===== src/hdl/crq_pkg.sv =====
`timescale 1ns / 1ps
`default_nettype none

package crq_pkg;

  localparam int DEFAULT_QUEUE_DEPTH = 8;

  localparam int EP_W    = 16;
  localparam int ACT_W   = 16;
  localparam int PHYS_W  = 48;
  localparam int FAULT_W = 5;
  localparam int RESP_W  = 64;
  localparam int ID_OUT_W = 3;
  localparam int PAY_W   = PHYS_W + 1 + FAULT_W;

  typedef enum logic [1:0] {
    FUNC_FOREIGN  = 2'd0,
    FUNC_PMP      = 2'd1,
    FUNC_COMPLETE = 2'd2,
    FUNC_ABORT    = 2'd3
  } func_t;

  localparam logic [1:0] KIND_IDLE    = 2'd0;
  localparam logic [1:0] KIND_FOREIGN = 2'd1;
  localparam logic [1:0] KIND_PMP     = 2'd2;

  localparam logic ENTRY_FOREIGN = 1'b0;
  localparam logic ENTRY_PMP     = 1'b1;

  localparam logic [2:0] ST_OK       = 3'd0;
  localparam logic [2:0] ST_FULL     = 3'd1;
  localparam logic [2:0] ST_DISABLED = 3'd2;
  localparam logic [2:0] ST_EMPTY    = 3'd3;
  localparam logic [2:0] ST_ABSENT   = 3'd4;

  typedef struct packed {
    logic load;
    logic eval;
    logic apply;
    logic report;
  } dp_cmd_t;

endpackage

`default_nettype wire


===== src/hdl/core_request_queue.sv =====
// Channel   Handshake              Beat contents
// command   start / busy           func, endpoint, activity, phys_addr, is_write,
//                                  fault_code, target_id, resp_word
// config    cfg_write              cfg_data (PMP failure enable)
// result    result_strobe          req_*, irq_pulse, new_id, done_*, status
//
// A command beat is taken when start is high and busy is low.
// Its result beat follows the evaluate, update and report steps and is shown for one cycle;
// busy stays high for the three sequencer steps, so no new command is taken until they end.
// A new command may be taken in the cycle its predecessor's result is shown.
// Synchronous reset empties the queue, frees all ids and clears the enable.
// The result side cannot stall; each result beat is lost if not taken at once.
`timescale 1ns / 1ps
`default_nettype none

module core_request_queue #(
  parameter int QUEUE_DEPTH = crq_pkg::DEFAULT_QUEUE_DEPTH
) (
  input  logic                          clk,
  input  logic                          rst,
  input  logic                          start,
  output logic                          busy,
  input  logic                          cfg_write,
  input  logic                          cfg_data,
  input  logic [1:0]                    func,
  input  logic [crq_pkg::EP_W-1:0]      endpoint,
  input  logic [crq_pkg::ACT_W-1:0]     activity,
  input  logic [crq_pkg::PHYS_W-1:0]    phys_addr,
  input  logic                          is_write,
  input  logic [crq_pkg::FAULT_W-1:0]   fault_code,
  input  logic [crq_pkg::ID_OUT_W-1:0]  target_id,
  input  logic [crq_pkg::RESP_W-1:0]    resp_word,
  output logic                          result_strobe,
  output logic [1:0]                    req_kind,
  output logic [crq_pkg::EP_W-1:0]      req_endpoint,
  output logic [crq_pkg::ACT_W-1:0]     req_activity,
  output logic [crq_pkg::PHYS_W-1:0]    req_phys,
  output logic                          req_write,
  output logic [crq_pkg::FAULT_W-1:0]   req_fault,
  output logic                          irq_pulse,
  output logic [crq_pkg::ID_OUT_W-1:0]  new_id,
  output logic                          done_valid,
  output logic [crq_pkg::ID_OUT_W-1:0]  done_id,
  output logic [crq_pkg::RESP_W-1:0]    done_resp,
  output logic [2:0]                    status
);

  crq_pkg::dp_cmd_t cmd;

  crq_ctrl u_ctrl (
    .clk   (clk),
    .rst   (rst),
    .start (start),
    .busy  (busy),
    .cmd   (cmd)
  );

  crq_datapath #(
    .QUEUE_DEPTH (QUEUE_DEPTH)
  ) u_datapath (
    .clk           (clk),
    .rst           (rst),
    .cmd           (cmd),
    .cfg_write     (cfg_write),
    .cfg_data      (cfg_data),
    .func          (func),
    .endpoint      (endpoint),
    .activity      (activity),
    .phys_addr     (phys_addr),
    .is_write      (is_write),
    .fault_code    (fault_code),
    .target_id     (target_id),
    .resp_word     (resp_word),
    .result_strobe (result_strobe),
    .req_kind      (req_kind),
    .req_endpoint  (req_endpoint),
    .req_activity  (req_activity),
    .req_phys      (req_phys),
    .req_write     (req_write),
    .req_fault     (req_fault),
    .irq_pulse     (irq_pulse),
    .new_id        (new_id),
    .done_valid    (done_valid),
    .done_id       (done_id),
    .done_resp     (done_resp),
    .status        (status)
  );

endmodule

`default_nettype wire


===== src/hdl/crq_ctrl.sv =====
`timescale 1ns / 1ps
`default_nettype none

module crq_ctrl (
  input  logic              clk,
  input  logic              rst,
  input  logic              start,
  output logic              busy,
  output crq_pkg::dp_cmd_t  cmd
);

  typedef enum logic [3:0] {
    S_IDLE   = 4'b0001,
    S_EVAL   = 4'b0010,
    S_APPLY  = 4'b0100,
    S_REPORT = 4'b1000
  } state_t;

  state_t state;
  state_t state_next;

  always_ff @(posedge clk) begin
    if (rst) begin
      state <= S_IDLE;
    end else begin
      state <= state_next;
    end
  end

  always_comb begin
    state_next = state;
    cmd        = '0;
    unique case (state)
      S_IDLE: begin
        if (start) begin
          cmd.load   = 1'b1;
          state_next = S_EVAL;
        end
      end
      S_EVAL: begin
        cmd.eval   = 1'b1;
        state_next = S_APPLY;
      end
      S_APPLY: begin
        cmd.apply  = 1'b1;
        state_next = S_REPORT;
      end
      S_REPORT: begin
        cmd.report = 1'b1;
        state_next = S_IDLE;
      end
      default: begin
        state_next = S_IDLE;
      end
    endcase
  end

  assign busy = (state != S_IDLE);

endmodule

`default_nettype wire


===== src/hdl/crq_datapath.sv =====
`timescale 1ns / 1ps
`default_nettype none

module crq_datapath #(
  parameter int QUEUE_DEPTH = crq_pkg::DEFAULT_QUEUE_DEPTH
) (
  input  logic                          clk,
  input  logic                          rst,
  input  crq_pkg::dp_cmd_t              cmd,
  input  logic                          cfg_write,
  input  logic                          cfg_data,
  input  logic [1:0]                    func,
  input  logic [crq_pkg::EP_W-1:0]      endpoint,
  input  logic [crq_pkg::ACT_W-1:0]     activity,
  input  logic [crq_pkg::PHYS_W-1:0]    phys_addr,
  input  logic                          is_write,
  input  logic [crq_pkg::FAULT_W-1:0]   fault_code,
  input  logic [crq_pkg::ID_OUT_W-1:0]  target_id,
  input  logic [crq_pkg::RESP_W-1:0]    resp_word,
  output logic                          result_strobe,
  output logic [1:0]                    req_kind,
  output logic [crq_pkg::EP_W-1:0]      req_endpoint,
  output logic [crq_pkg::ACT_W-1:0]     req_activity,
  output logic [crq_pkg::PHYS_W-1:0]    req_phys,
  output logic                          req_write,
  output logic [crq_pkg::FAULT_W-1:0]   req_fault,
  output logic                          irq_pulse,
  output logic [crq_pkg::ID_OUT_W-1:0]  new_id,
  output logic                          done_valid,
  output logic [crq_pkg::ID_OUT_W-1:0]  done_id,
  output logic [crq_pkg::RESP_W-1:0]    done_resp,
  output logic [2:0]                    status
);

  localparam int PW  = (QUEUE_DEPTH > 1) ? $clog2(QUEUE_DEPTH) : 1;
  localparam int CW  = PW + crq_pkg::ID_OUT_W;
  localparam int PAD = crq_pkg::PAY_W - crq_pkg::EP_W - crq_pkg::ACT_W;

  logic                        pmp_enable;

  logic                        ent_kind [QUEUE_DEPTH];
  logic [crq_pkg::PAY_W-1:0]   ent_pay  [QUEUE_DEPTH];
  logic [PW-1:0]               ent_id   [QUEUE_DEPTH];
  logic [QUEUE_DEPTH-1:0]      occ;
  logic [QUEUE_DEPTH-1:0]      occ_next;
  logic [QUEUE_DEPTH-1:0]      used;
  logic [QUEUE_DEPTH-1:0]      used_next;

  crq_pkg::func_t              c_func;
  logic [crq_pkg::EP_W-1:0]    c_endpoint;
  logic [crq_pkg::ACT_W-1:0]   c_activity;
  logic [crq_pkg::PHYS_W-1:0]  c_phys;
  logic                        c_write;
  logic [crq_pkg::FAULT_W-1:0] c_fault;
  logic [crq_pkg::ID_OUT_W-1:0] c_tid;
  logic [crq_pkg::RESP_W-1:0]  c_resp;

  logic [2:0]                  e_status;
  logic                        e_enq;
  logic                        e_rm;
  logic                        e_cpl;
  logic                        e_irq_sel;
  logic [PW-1:0]               e_free_id;
  logic [PW-1:0]               e_pos;
  logic [PW-1:0]               e_clr_id;
  logic [PW-1:0]               e_done_id;

  logic [CW-1:0]               tid_ext;
  logic [QUEUE_DEPTH-1:0]      match;
  logic                        found;
  logic [PW-1:0]               match_pos;
  logic [PW-1:0]               free_id;
  logic                        full;
  logic                        head_valid;
  logic [2:0]                  status_eval;
  logic                        enq_eval;
  logic                        rm_eval;
  logic                        cpl_eval;
  logic                        irq_sel_eval;

  logic                        new_kind;
  logic [crq_pkg::PAY_W-1:0]   new_pay;
  logic [CW-1:0]               free_ext;
  logic [CW-1:0]               done_ext;

  always_ff @(posedge clk) begin
    if (rst) begin
      pmp_enable <= 1'b0;
    end else if (cfg_write) begin
      pmp_enable <= cfg_data;
    end
  end

  always_ff @(posedge clk) begin
    if (cmd.load) begin
      c_func     <= crq_pkg::func_t'(func);
      c_endpoint <= endpoint;
      c_activity <= activity;
      c_phys     <= phys_addr;
      c_write    <= is_write;
      c_fault    <= fault_code;
      c_tid      <= target_id;
      c_resp     <= resp_word;
    end
  end

  assign full       = occ[QUEUE_DEPTH-1];
  assign head_valid = occ[0];
  assign tid_ext    = {{PW{1'b0}}, c_tid};

  always_comb begin
    match     = '0;
    match_pos = '0;
    for (int i = 0; i < QUEUE_DEPTH; i++) begin
      match[i] = occ[i] && ({{crq_pkg::ID_OUT_W{1'b0}}, ent_id[i]} == tid_ext);
      if (match[i]) begin
        match_pos = match_pos | PW'(i);
      end
    end
  end

  assign found = |match;

  always_comb begin
    free_id = '0;
    for (int i = QUEUE_DEPTH - 1; i >= 0; i--) begin
      if (!used[i]) begin
        free_id = PW'(i);
      end
    end
  end

  always_comb begin
    status_eval  = crq_pkg::ST_OK;
    enq_eval     = 1'b0;
    rm_eval      = 1'b0;
    cpl_eval     = 1'b0;
    irq_sel_eval = 1'b0;
    unique case (c_func)
      crq_pkg::FUNC_FOREIGN, crq_pkg::FUNC_PMP: begin
        if ((c_func == crq_pkg::FUNC_PMP) && !pmp_enable) begin
          status_eval = crq_pkg::ST_DISABLED;
        end else if (full) begin
          status_eval = crq_pkg::ST_FULL;
        end else begin
          enq_eval     = 1'b1;
          irq_sel_eval = !head_valid;
        end
      end
      crq_pkg::FUNC_COMPLETE: begin
        if (!head_valid) begin
          status_eval = crq_pkg::ST_EMPTY;
        end else begin
          rm_eval      = 1'b1;
          cpl_eval     = 1'b1;
          irq_sel_eval = 1'b1;
        end
      end
      crq_pkg::FUNC_ABORT: begin
        irq_sel_eval = 1'b1;
        if (found) begin
          rm_eval = 1'b1;
        end else begin
          status_eval = crq_pkg::ST_ABSENT;
        end
      end
      default: begin
        status_eval = crq_pkg::ST_OK;
      end
    endcase
  end

  always_ff @(posedge clk) begin
    if (cmd.eval) begin
      e_status  <= status_eval;
      e_enq     <= enq_eval;
      e_rm      <= rm_eval;
      e_cpl     <= cpl_eval;
      e_irq_sel <= irq_sel_eval;
      e_free_id <= free_id;
      e_done_id <= ent_id[0];
      if (c_func == crq_pkg::FUNC_COMPLETE) begin
        e_pos    <= '0;
        e_clr_id <= ent_id[0];
      end else begin
        e_pos    <= match_pos;
        e_clr_id <= tid_ext[PW-1:0];
      end
    end
  end

  assign new_kind = (c_func == crq_pkg::FUNC_PMP) ? crq_pkg::ENTRY_PMP : crq_pkg::ENTRY_FOREIGN;
  assign new_pay  = (c_func == crq_pkg::FUNC_PMP) ? {c_fault, c_write, c_phys}
                                                  : {{PAD{1'b0}}, c_activity, c_endpoint};

  for (genvar i = 0; i < QUEUE_DEPTH; i++) begin : g_ent
    logic prev_occ;
    logic wr_en;

    if (i == 0) begin : g_first
      assign prev_occ = 1'b1;
    end else begin : g_rest
      assign prev_occ = occ[i-1];
    end

    assign wr_en = cmd.apply && e_enq && !occ[i] && prev_occ;

    if (i < QUEUE_DEPTH - 1) begin : g_shift
      logic sh_en;
      assign sh_en = cmd.apply && e_rm && (PW'(i) >= e_pos);

      always_ff @(posedge clk) begin
        if (wr_en) begin
          ent_kind[i] <= new_kind;
          ent_pay[i]  <= new_pay;
          ent_id[i]   <= e_free_id;
        end else if (sh_en) begin
          ent_kind[i] <= ent_kind[i+1];
          ent_pay[i]  <= ent_pay[i+1];
          ent_id[i]   <= ent_id[i+1];
        end
      end
    end else begin : g_tail
      always_ff @(posedge clk) begin
        if (wr_en) begin
          ent_kind[i] <= new_kind;
          ent_pay[i]  <= new_pay;
          ent_id[i]   <= e_free_id;
        end
      end
    end
  end

  always_comb begin
    occ_next  = occ;
    used_next = used;
    if (cmd.apply && e_enq) begin
      occ_next = (occ << 1) | QUEUE_DEPTH'(1);
    end else if (cmd.apply && e_rm) begin
      occ_next = occ >> 1;
    end
    for (int i = 0; i < QUEUE_DEPTH; i++) begin
      if (cmd.apply && e_enq && (PW'(i) == e_free_id)) begin
        used_next[i] = 1'b1;
      end
      if (cmd.apply && e_rm && (PW'(i) == e_clr_id)) begin
        used_next[i] = 1'b0;
      end
    end
  end

  always_ff @(posedge clk) begin
    if (rst) begin
      occ  <= '0;
      used <= '0;
    end else begin
      occ  <= occ_next;
      used <= used_next;
    end
  end

  assign free_ext = {{crq_pkg::ID_OUT_W{1'b0}}, e_free_id};
  assign done_ext = {{crq_pkg::ID_OUT_W{1'b0}}, e_done_id};

  always_ff @(posedge clk) begin
    if (rst) begin
      result_strobe <= 1'b0;
    end else begin
      result_strobe <= cmd.report;
    end
  end

  always_ff @(posedge clk) begin
    if (cmd.report) begin
      req_kind     <= crq_pkg::KIND_IDLE;
      req_endpoint <= '0;
      req_activity <= '0;
      req_phys     <= '0;
      req_write    <= 1'b0;
      req_fault    <= '0;
      if (occ[0]) begin
        if (ent_kind[0] == crq_pkg::ENTRY_PMP) begin
          req_kind  <= crq_pkg::KIND_PMP;
          req_phys  <= ent_pay[0][crq_pkg::PHYS_W-1:0];
          req_write <= ent_pay[0][crq_pkg::PHYS_W];
          req_fault <= ent_pay[0][crq_pkg::PAY_W-1:crq_pkg::PHYS_W+1];
        end else begin
          req_kind     <= crq_pkg::KIND_FOREIGN;
          req_endpoint <= ent_pay[0][crq_pkg::EP_W-1:0];
          req_activity <= ent_pay[0][crq_pkg::EP_W+crq_pkg::ACT_W-1:crq_pkg::EP_W];
        end
      end
      irq_pulse  <= e_irq_sel && occ[0];
      new_id     <= e_enq ? free_ext[crq_pkg::ID_OUT_W-1:0] : '0;
      done_valid <= e_cpl;
      done_id    <= e_cpl ? done_ext[crq_pkg::ID_OUT_W-1:0] : '0;
      done_resp  <= e_cpl ? c_resp : '0;
      status     <= e_status;
    end
  end

endmodule

`default_nettype wire


===== config.mk =====
export PLATFORM = sky130hd
export DESIGN_NAME = core_request_queue
export DESIGN_NICKNAME = d
export VERILOG_FILES = /design/src/hdl/crq_pkg.sv /design/src/hdl/core_request_queue.sv /design/src/hdl/crq_ctrl.sv /design/src/hdl/crq_datapath.sv
export SDC_FILE = /design/constraint.sdc
export NUM_CORES = 1
export LEC_CHECK = 0
export BUFFER_PORTS_ARGS = -buffer_cell sky130_fd_sc_hd__buf_2
export CORE_MARGIN = 1.5
export CORE_UTILIZATION = 40
export CTS_CLUSTER_SIZE = 10
export DETAILED_ROUTE_END_ITERATION = 6
export PLACE_DENSITY_LB_ADDON = 0.05
export SLEW_MARGIN = 30
export SYNTH_ARGS = -nofsm -noshare
export SYNTH_HDL_FRONTEND = slang
export SYNTH_SLANG_ARGS = --single-unit

===== constraint.sdc =====
create_clock -name clk -period 29.2 [get_ports clk]
set_input_delay 0 -clock clk [delete_from_list [all_inputs] [get_ports clk]]
set_output_delay 0 -clock clk [all_outputs]
set_load 0.1 [all_outputs]

== Yosys cells after proc, flatten, opt, wreduce, memory -nomap -nowiden ==
Memory sizes are Yosys's and may differ from the RTL's.
Index checks and enable logic that the tools add are counted.

* Register bits after elaboration: 359
* Output and inout port bits: 165
* Bits in writable memories: 464
* Memories: 3

{| class="wikitable"
|+ Memory list
! name !! depth !! bits a word !! read ports !! clocked after Yosys merged registers in !! wr ports !! line !! RTL
|-
| u_datapath.ent_pay || 8 || 54 || 8 || 0 || 8 || crq_datapath.sv:42 || <nowiki>logic [crq_pkg::PAY_W-1:0] ent_pay [QUEUE_DEPTH];</nowiki>
|-
| u_datapath.ent_id || 8 || 3 || 8 || 0 || 8 || crq_datapath.sv:43 || <nowiki>logic [PW-1:0] ent_id [QUEUE_DEPTH];</nowiki>
|-
| u_datapath.ent_kind || 8 || 1 || 8 || 0 || 8 || crq_datapath.sv:41 || <nowiki>logic ent_kind [QUEUE_DEPTH];</nowiki>
|}

* Eq/ne operators: 31
* Mux-type cells: 97
* Magnitude comparators: 7
* Bitwise logic cells: 23
* Reduce and logical (&&, ||, !) cells: 78

{| class="wikitable"
|+ Operators by type and width
! cell !! count
|-
| $mux 54 || 8
|-
| $mux 1 || 58
|-
| $mux 3 || 18
|-
| $logic_and 1x1->1 || 50
|-
| $eq 3x3->1 || 8
|-
| $eq 3x3->1 const A || 8
|-
| $reduce_or 2->1 || 11
|-
| $or 1x1->1 || 21
|-
| $mux 8 || 2
|-
| $eq 2x3->1 const A || 4
|-
| $mux 2 || 6
|-
| $pmux 4 s3 || 1
|-
| $ge 3x3->1 const A || 3
|-
| $logic_not 1->1 || 9
|-
| $pmux 3 s3 || 1
|-
| $reduce_or 8->1 || 1
|-
| $eq 1x3->1 const A || 2
|-
| $ge 1x3->1 const A || 2
|-
| $ge 2x3->1 const A || 2
|-
| $logic_not 3->1 || 2
|-
| $eq 2x2->1 const B || 2
|-
| $eq 4x1->1 const B || 1
|-
| $eq 4x2->1 const B || 1
|-
| $eq 4x3->1 const B || 1
|-
| 12 further kinds || 14
|}

== Depth between registers and ports, before layout ==
Gate-level depths: netlist of the first run.
An unclocked memory read counts as a cell.

* Depth in word-level cells: 10
* Mapped depth: 8

== By module ==
From an unflattened synthesis of the first run, not the netlist that was laid out.

* Cells, all modules: 2244
* Area, all modules: 32147.1 um2

{| class="wikitable"
|+ By module, submodules not included
! module !! area each (um2) !! times used !! seq. area each (um2) !! cells an instance
|-
| crq_datapath || 31954.4 || 1 || 24413.4 || 2224
|-
| crq_ctrl || 192.7 || 1 || 80.1 || 20
|}

== Worst setup path before layout of the first run ==
No wires, ideal clock.

* Path type: register -> register
* Start: register u_ctrl.state[3]
* End: register u_datapath.done_id[0] (netlist name) (enable)
* Arrival: 17184 ps
* Setup slack: 10873 ps
* Period minus slack after synthesis: 18327 ps
* Cell stages (with the launch flop): 2
* Buffers on the path: 0
* Path through: dfxtp_1 nor4b_1

{| class="wikitable"
|+ RTL lines
! element !! line !! RTL
|-
| start, declared || crq_ctrl.sv:19 || <nowiki>state_t state;</nowiki>
|-
| start signal, assigned || crq_ctrl.sv:26 || <nowiki>state <= state_next;</nowiki>
|-
| end signal, assigned || crq_datapath.sv:296 || <nowiki>done_id <= e_cpl ? done_ext[crq_pkg::ID_OUT_W-1:0] : '0;</nowiki>
|-
| end, declared || crq_datapath.sv:30 || <nowiki>output logic [crq_pkg::ID_OUT_W-1:0] done_id,</nowiki>
|}

==> flow_summary.toml, run 1 <==
[run_status]
outcome = "completed"

[synthesis]
yosysUniqueCellTypes = 49
synthArstFlopShare_pct = 0
synth_cells = 1869
synthFlopType = "edfxtp_1"
syn_area_per_cell_um2 = 17.1
synthesis.nets = 2029
yosysSeqAreaShare_pct = 76.4
ys_ff_latch = 823
synth_area_mm2 = 0.0321
synth_edf_count = 801
synth_warnings = 0

[pwr]
p_clk_share_pct = 42.6
p_sw_mw = 0.505
pwr-share-seq_pct = 53.1
vdd_drop_max_mv = 0.0419
power_mw = 2.50
intPower_mw = 2.00
power_density_mw_per_mm2 = 63.6
power.leakage_nw = 13.8
p_comb_share_pct = 4.4
switching_share_pct = 20.2

[detailed_routing]
vias_per_cell = 4.99
num_vias = 17402
wl_per_cell_um = 20.9
drc_errors = 0
totalWireLength_um = 72800
antenna_left = 0
drt_iter0_markers = 967
drtPass1Iterations = 5

[floorplan]
die_area_mm2 = 0.0818
fp.dieW_um = 286
core-area_mm2 = 0.0791
start_util_pct = 40.5
rows = 103
chipHeight_um = 286
ios = 325

[worst_hold_path]
hold_path_class = "input port to flop"
min_to = "u_datapath.c_endpoint[12]"
whs_path_depth = 2
min_from = "endpoint[12]"

[timing]
slew_viol_final = 0
worst_slack_ns = 25.68
worstMarginPinSlew_ns = 0.980
finalSetupTns_ns = 0
fmax_ghz = 0.284
finalCriticalPeriod_ns = 3.52
finalHoldViolations = 0
rsz0062_at_grt = "no"
post-route-period-util_pct = 12.1
hold_slack_ns = 0.0678
slew_headroom_pct = 34.4
setup_violations = 0
skew_ns = 0.0216

[grt]
grt_max_degree = 82
grtUsageTotal_pct = 17.9
grt_pass1_wl_um = 111000
grt_pass1_vias = 18250
grt_overflow = 0
antenna_found_initial = 2

[worst_setup_path]
reg2reg_slack_ns = 25.68
cp.arrival_ns = 3.90
r2r_cells = 5
worstPathCellList = "nor4b_4 -> nand2_1 -> o21ai_4 -> buf_4 -> mux2_2"
setup.worst_path.end_class = "flop"
r2r-end = "u_datapath.ent_pay[0][43]"
worstPathRequired_ns = 29.58
r2r_start = "u_ctrl.state[2]"
start_kind = "flop"
max_stage_delay_ns = 0.84
crit_fanout = 34
worstSetupPathType = "flop to flop"
crit_slowest_cell = "o21ai_4"

[place]
dp_slack_ns = 25.58
place.gp.congestion = 0.739
post_dp_cell_area_mm2 = 0.0350
port_buffers = 324
dpl.hpwl_um = 41000
placedCellCount = 3178

[layout]
final_nets = 2546
layout_common_cells = "edfxtp_1 (801), mux2_2 (330), buf_2 (324), nand2_1 (215), dlygate4sd3_1 (160)"
post-route-util_pct = 49.7
fin_cells = 3485
drive_gt1_share_pct = 33.6
final_common_cell = "edfxtp_1"
final_design_area_no_fill_mm2 = 0.0393
synthToLayoutAreaGrowth_pct = 22.6

[clock_network]
cts_buffer_depth = 3
clk_root_buffer_cell = "clkbuf_16"
clk_latency_ns = 0.64
cts_buffers = 95
postCtsSetupRepairBufs = 0
clkTransAtPathRegs_ns = 0.05
ctsResizeCount = 0
cts_tree = "done"
ctsHtreeMaxLevel = 3
clock-sinks = 823

[job]
drv_cap = 0
[flip-flops by register name (all words and copies together) (netlist names), 4 cells and up]
signal and flops:
u_datapath.ent_pay 432, u_datapath.c_resp 64, u_datapath.done_resp 64, u_datapath.c_phys 48, u_datapath.req_phys 48, u_datapath.ent_id 24
u_datapath.c_activity 16, u_datapath.c_endpoint 16, u_datapath.req_activity 16, u_datapath.req_endpoint 16, u_datapath.ent_kind 8, u_datapath.occ 8
u_datapath.used 8, u_datapath.c_fault 5, u_datapath.req_fault 5, u_ctrl.state 4
[worst max path at each step]
stage	from	end	slack, ns	cells after the start
after floorplan	u_ctrl.state[3]	u_datapath.done_id[0]	10.87	1
after global placement	u_ctrl.state[2]	u_datapath.ent_pay[2][25]	25.64	6
after detailed placement	u_ctrl.state[2]	u_datapath.ent_pay[0][28]	25.58	5
after CTS	u_ctrl.state[2]	u_datapath.ent_pay[0][28]	25.56	5
after global routing	u_ctrl.state[2]	u_datapath.ent_pay[0][43]	25.43	5
final	u_ctrl.state[2]	u_datapath.ent_pay[0][43]	25.68	5
[timing repair]
action                                 CTS  global route
hold buffers                           160             0
endpoints found under the hold margin  177             0
setup endpoints to repair                0             0
[kinds of logic (layout without fill, tap and decap cells)]
group | count (synthesis) | count (layout) | synth area share [%]
flip-flops | 823 | 823 | 76.4
XOR/XNOR | 24 | 24 | 0.656
AO/OA/AOI/OAI | 124 | 124 | 2.35
other | 0 | 1 | 0
buffers and inverters | 121 | 686 | 1.81
AND/OR/NAND/NOR | 439 | 439 | 6.89
multiplexers | 338 | 338 | 11.9
[power groups by stage]
stage / sequential (mW) / clock (mW) / combinational [mW]
floorplan: 1.35 / 0 / 0.0624
global placement: 1.35 / 0 / 0.0914
detailed placement: 1.35 / 0 / 0.0942
CTS: 1.33 / 1.10 / 0.112
global route: 1.33 / 1.14 / 0.122
finish: 1.33 / 1.06 / 0.109
[worst max-delay path, delay by kind of cell (launching register included)]
family / cells / cell delay [ns]
multiplexers: 1 / 0.40
flip-flops: 1 / 0.44
AO/OA/AOI/OAI: 1 / 0.84
buffers and inverters: 1 / 0.63
AND/OR/NAND/NOR: 2 / 0.94
[routing by layer]
layer  routed length [µm]  vias up  part of all wire (%)  track usage, %
li1                     -     8065                     -               -
met1                32200     8825                    44            23.7
met2                35700      394                    49            30.2
met3                 3120      118                   4.3            3.12
met4                 1820        0                   2.5            5.45
met5                    0        -                     0               0
[Yosys cell counts (7+ instances only)]
| cell type | n | share of area [%] |
|---|---|---|
| mux2_2 | 330 | 12 |
| o21ai_0 | 77 | 1.2 |
| inv_1 | 26 | 0.30 |
| xnor2_1 | 24 | 0.66 |
| nand2_1 | 215 | 2.5 |
| edfxtp_1 | 801 | 75 |
| buf_2 | 23 | 0.36 |
| nor2_1 | 19 | 0.22 |
| a22oi_1 | 7 | 0.16 |
| buf_4 | 8 | 0.19 |
| dfxtp_1 | 22 | 1.4 |
| clkbuf_1 | 51 | 0.60 |
| and3_1 | 54 | 1.1 |
| nor2b_1 | 14 | 0.27 |
| nand4_1 | 9 | 0.18 |
| and2_1 | 108 | 2.1 |
| a21oi_1 | 10 | 0.16 |
| buf_6 | 9 | 0.32 |
| mux2_1 | 7 | 0.25 |
[final cells by class]
cell class / instances / area [µm²]
fill: 6781 / 39800
clock inverter: 9 / 57.6
antenna: 1 / 2.50
inverter: 27 / 103
clock buffer: 136 / 2650
sequential: 823 / 24500
timing repair buffer: 514 / 3560
multi-input combinational: 925 / 7120
tap: 1050 / 1310
Power figures use the tool's default switching activity.
==> inputs of run 2 (changes only) <==
ABC_AREA = 1   (was not set)
clock period = 3.62 ns   (was 29.2 ns; I/O delays follow)
==> run 2 against run 1 <==
Clock power grew to 8.0 times the previous value; final cell count up 29%; largest power group unchanged; clock-buffer cell count is 14 lower; hold slack better by 0.0027 ns; register-to-register slack got worse by 25 ns.
==> flow_summary.toml, run 2 <==
[timing]
finalCriticalPeriod_ns = 3.13
finalHoldViolations = 0
skew_ns = 0.0169
hold_slack_ns = 0.0705
slew_headroom_pct = 36.0
fmax_ghz = 0.320
worst_slack_ns = 0.495
setup_violations = 0
finalSetupTns_ns = 0
post-route-period-util_pct = 86.3
worstMarginPinSlew_ns = 0.960
rsz0062_at_grt = "no"
slew_viol_final = 0

[clock_network]
clk_root_buffer_cell = "clkbuf_16"
clkTransAtPathRegs_ns = 0.06
postCtsSetupRepairBufs = 0
cts_buffer_depth = 3
clk_latency_ns = 0.64
ctsHtreeMaxLevel = 3
cts_buffers = 95
clock-sinks = 823
cts_tree = "done"

[place]
dp_slack_ns = 0.529
dpl.hpwl_um = 48200
port_buffers = 324
placedCellCount = 4204
post_dp_cell_area_mm2 = 0.0361
place.gp.congestion = 0.816

[detailed_routing]
drc_errors = 0
vias_per_cell = 5.00
num_vias = 22506
drtPass1Iterations = 6
drt_iter0_markers = 1667
totalWireLength_um = 85400
antenna_left = 0
wl_per_cell_um = 19.0

[layout]
final_common_cell = "nand2_1"
final_nets = 3551
top_regs = "u_datapath.ent_pay x432, u_datapath.c_resp x64, u_datapath.done_resp x64"
largest_register = "u_datapath.ent_pay"
layout_common_cells = "nand2_1 (1080), edfxtp_1 (801), nand3_1 (406), buf_2 (324), inv_1 (208)"
largest_register_ffs = 432
fin_cells = 4497
synthToLayoutAreaGrowth_pct = 21.0
final_design_area_no_fill_mm2 = 0.0403
drive_gt1_share_pct = 14.6
antenna_cells = 0

[floorplan]
die_area_mm2 = 0.0850
ios = 325
fp.dieW_um = 292
start_util_pct = 40.5
chipHeight_um = 292
rows = 105
core-area_mm2 = 0.0822

[pwr]
power_density_mw_per_mm2 = 504
vdd_drop_max_mv = 0.336
power.leakage_nw = 16.8
p_comb_share_pct = 5.3
p_clk_share_pct = 41.7
pwr-share-seq_pct = 53.0
p_sw_mw = 4.34
intPower_mw = 16.0
switching_share_pct = 21.4

[grt]
grt_max_degree = 84
grtUsageTotal_pct = 20.1
grt_overflow = 0
grt_pass1_vias = 22744
antenna_found_initial = 1
grt_pass1_wl_um = 133000

[synthesis]
syn_area_per_cell_um2 = 11.3
synthArstFlopShare_pct = 0
synth_warnings = 0
yosysUniqueCellTypes = 32
synth_area_mm2 = 0.0333
ys_ff_latch = 823
synth_cells = 2942
netlist.area_leader.share_pct = 72.2
yosysSeqAreaShare_pct = 73.5
synth_edf_count = 801
yosysMostFrequentCell = "nand2_1"
synthesis.nets = 3102
ys_top_cells_by_area = "edfxtp_1 (72%), nand2_1 (12%), nand3_1 (6.1%), inv_1 (2.4%), nor2_1 (1.8%)"
synth_top_area_cell = "edfxtp_1"
synthFlopType = "edfxtp_1"
synth_common_cells = "nand2_1 (1094), edfxtp_1 (801), nand3_1 (406), inv_1 (212), nor2_1 (163)"

[worst_setup_path]
worstPathRequired_ns = 4.00
start_kind = "flop"
cp.arrival_ns = 3.51
worstSetupPathType = "flop to flop"
crit_fanout = 59
setup.worst_path.end_class = "flop"

[run_status]
outcome = "completed"

[job]
drv_cap = 0

[worst_hold_path]
hold_path_class = "input port to flop"
[run 2: cell types whose count changed in the layout (fill, tap and decap cells not counted), moves of 107 or more]
cell     previous run  this run
and2_1            107         0
inv_1              26       208
mux2_2            330         0
nand2_1           215      1080
nand3_1             5       406
nor2_1             19       158
[run 2: final timing paths]
path                                from                   endpoint  slack (ns)  cells past startpoint
hold reg to reg   u_datapath.e_status[2]       u_datapath.status[2]        0.42                      0
hold / removal              endpoint[15]  u_datapath.c_endpoint[15]        0.07                      2
setup reg to reg         u_ctrl.state[2]  u_datapath.ent_pay[2][20]        0.49                     10
setup / recovery         u_ctrl.state[2]  u_datapath.ent_pay[2][20]        0.49                     10
[run 2: timing repair]
action / in CTS / in global routing
hold endpoints to repair: 176 / 0
gates resized for setup: 0 / 0
hold buffers: 160 / 0
[run 2: cells by family (layout without fill, tap and decap cells)]
| group | after synthesis | in the layout | share of synthesized area [%] |
|---|---|---|---|
| AND/OR/NAND/NOR | 1688 | 1688 | 20.9 |
| flip-flops | 823 | 823 | 73.5 |
| AO/OA/AOI/OAI | 53 | 53 | 0.946 |
| buffers and inverters | 378 | 863 | 4.66 |
[run 2: final cells by class]
cell class / count / area [µm²]
well taps: 1070 / 1340
fillers: 7334 / 41900
clock inverters: 11 / 63.8
inverters: 217 / 816
flip-flops and latches: 823 / 24500
clock buffers: 122 / 2550
multi-input cells: 1741 / 7480
repair buffers: 513 / 3560
[run 2: per-layer routing]
metal  vias up  GRT usage (%)  routed length (µm)
li1      10743              -                   -
met1     10954           26.7               37900
met2       695           34.0               40800
met3       114           3.56                5070
met4         0           5.06                1660
met5         -              0                   0
[run 2: power groups by stage]
stage | clock [mW] | sequential (mW) | combinational [mW]
finish | 8.47 | 10.8 | 1.07
global route | 9.02 | 10.8 | 1.23
CTS | 8.69 | 10.8 | 1.08
detailed placement | 0 | 11.0 | 0.942
global placement | 0 | 11.0 | 0.908
floorplan | 0 | 11.0 | 0.592
[run 2: critical path: stages (launching register included)]
cell and delay, ns:
dfxtp_4 0.38, inv_2 0.04, nor2_2 0.12, nand2_4 0.12, nor2_8 0.20, nand2_2 0.17, a21oi_4 0.15, buf_4 0.66
nand2_4 0.68, nand2_1 0.22, nand2_1 0.08
[run 2: through the flow]
step | power [mW] | utilization (%)
2_1_floorplan | 11.5 | -
3_3_place_gp | 11.9 | 43.8
3_5_place_dp | 11.9 | 43.8
4_1_cts | 20.5 | 49.0
5_1_grt | 21.0 | 49.0
6_report | 20.3 | 49.0
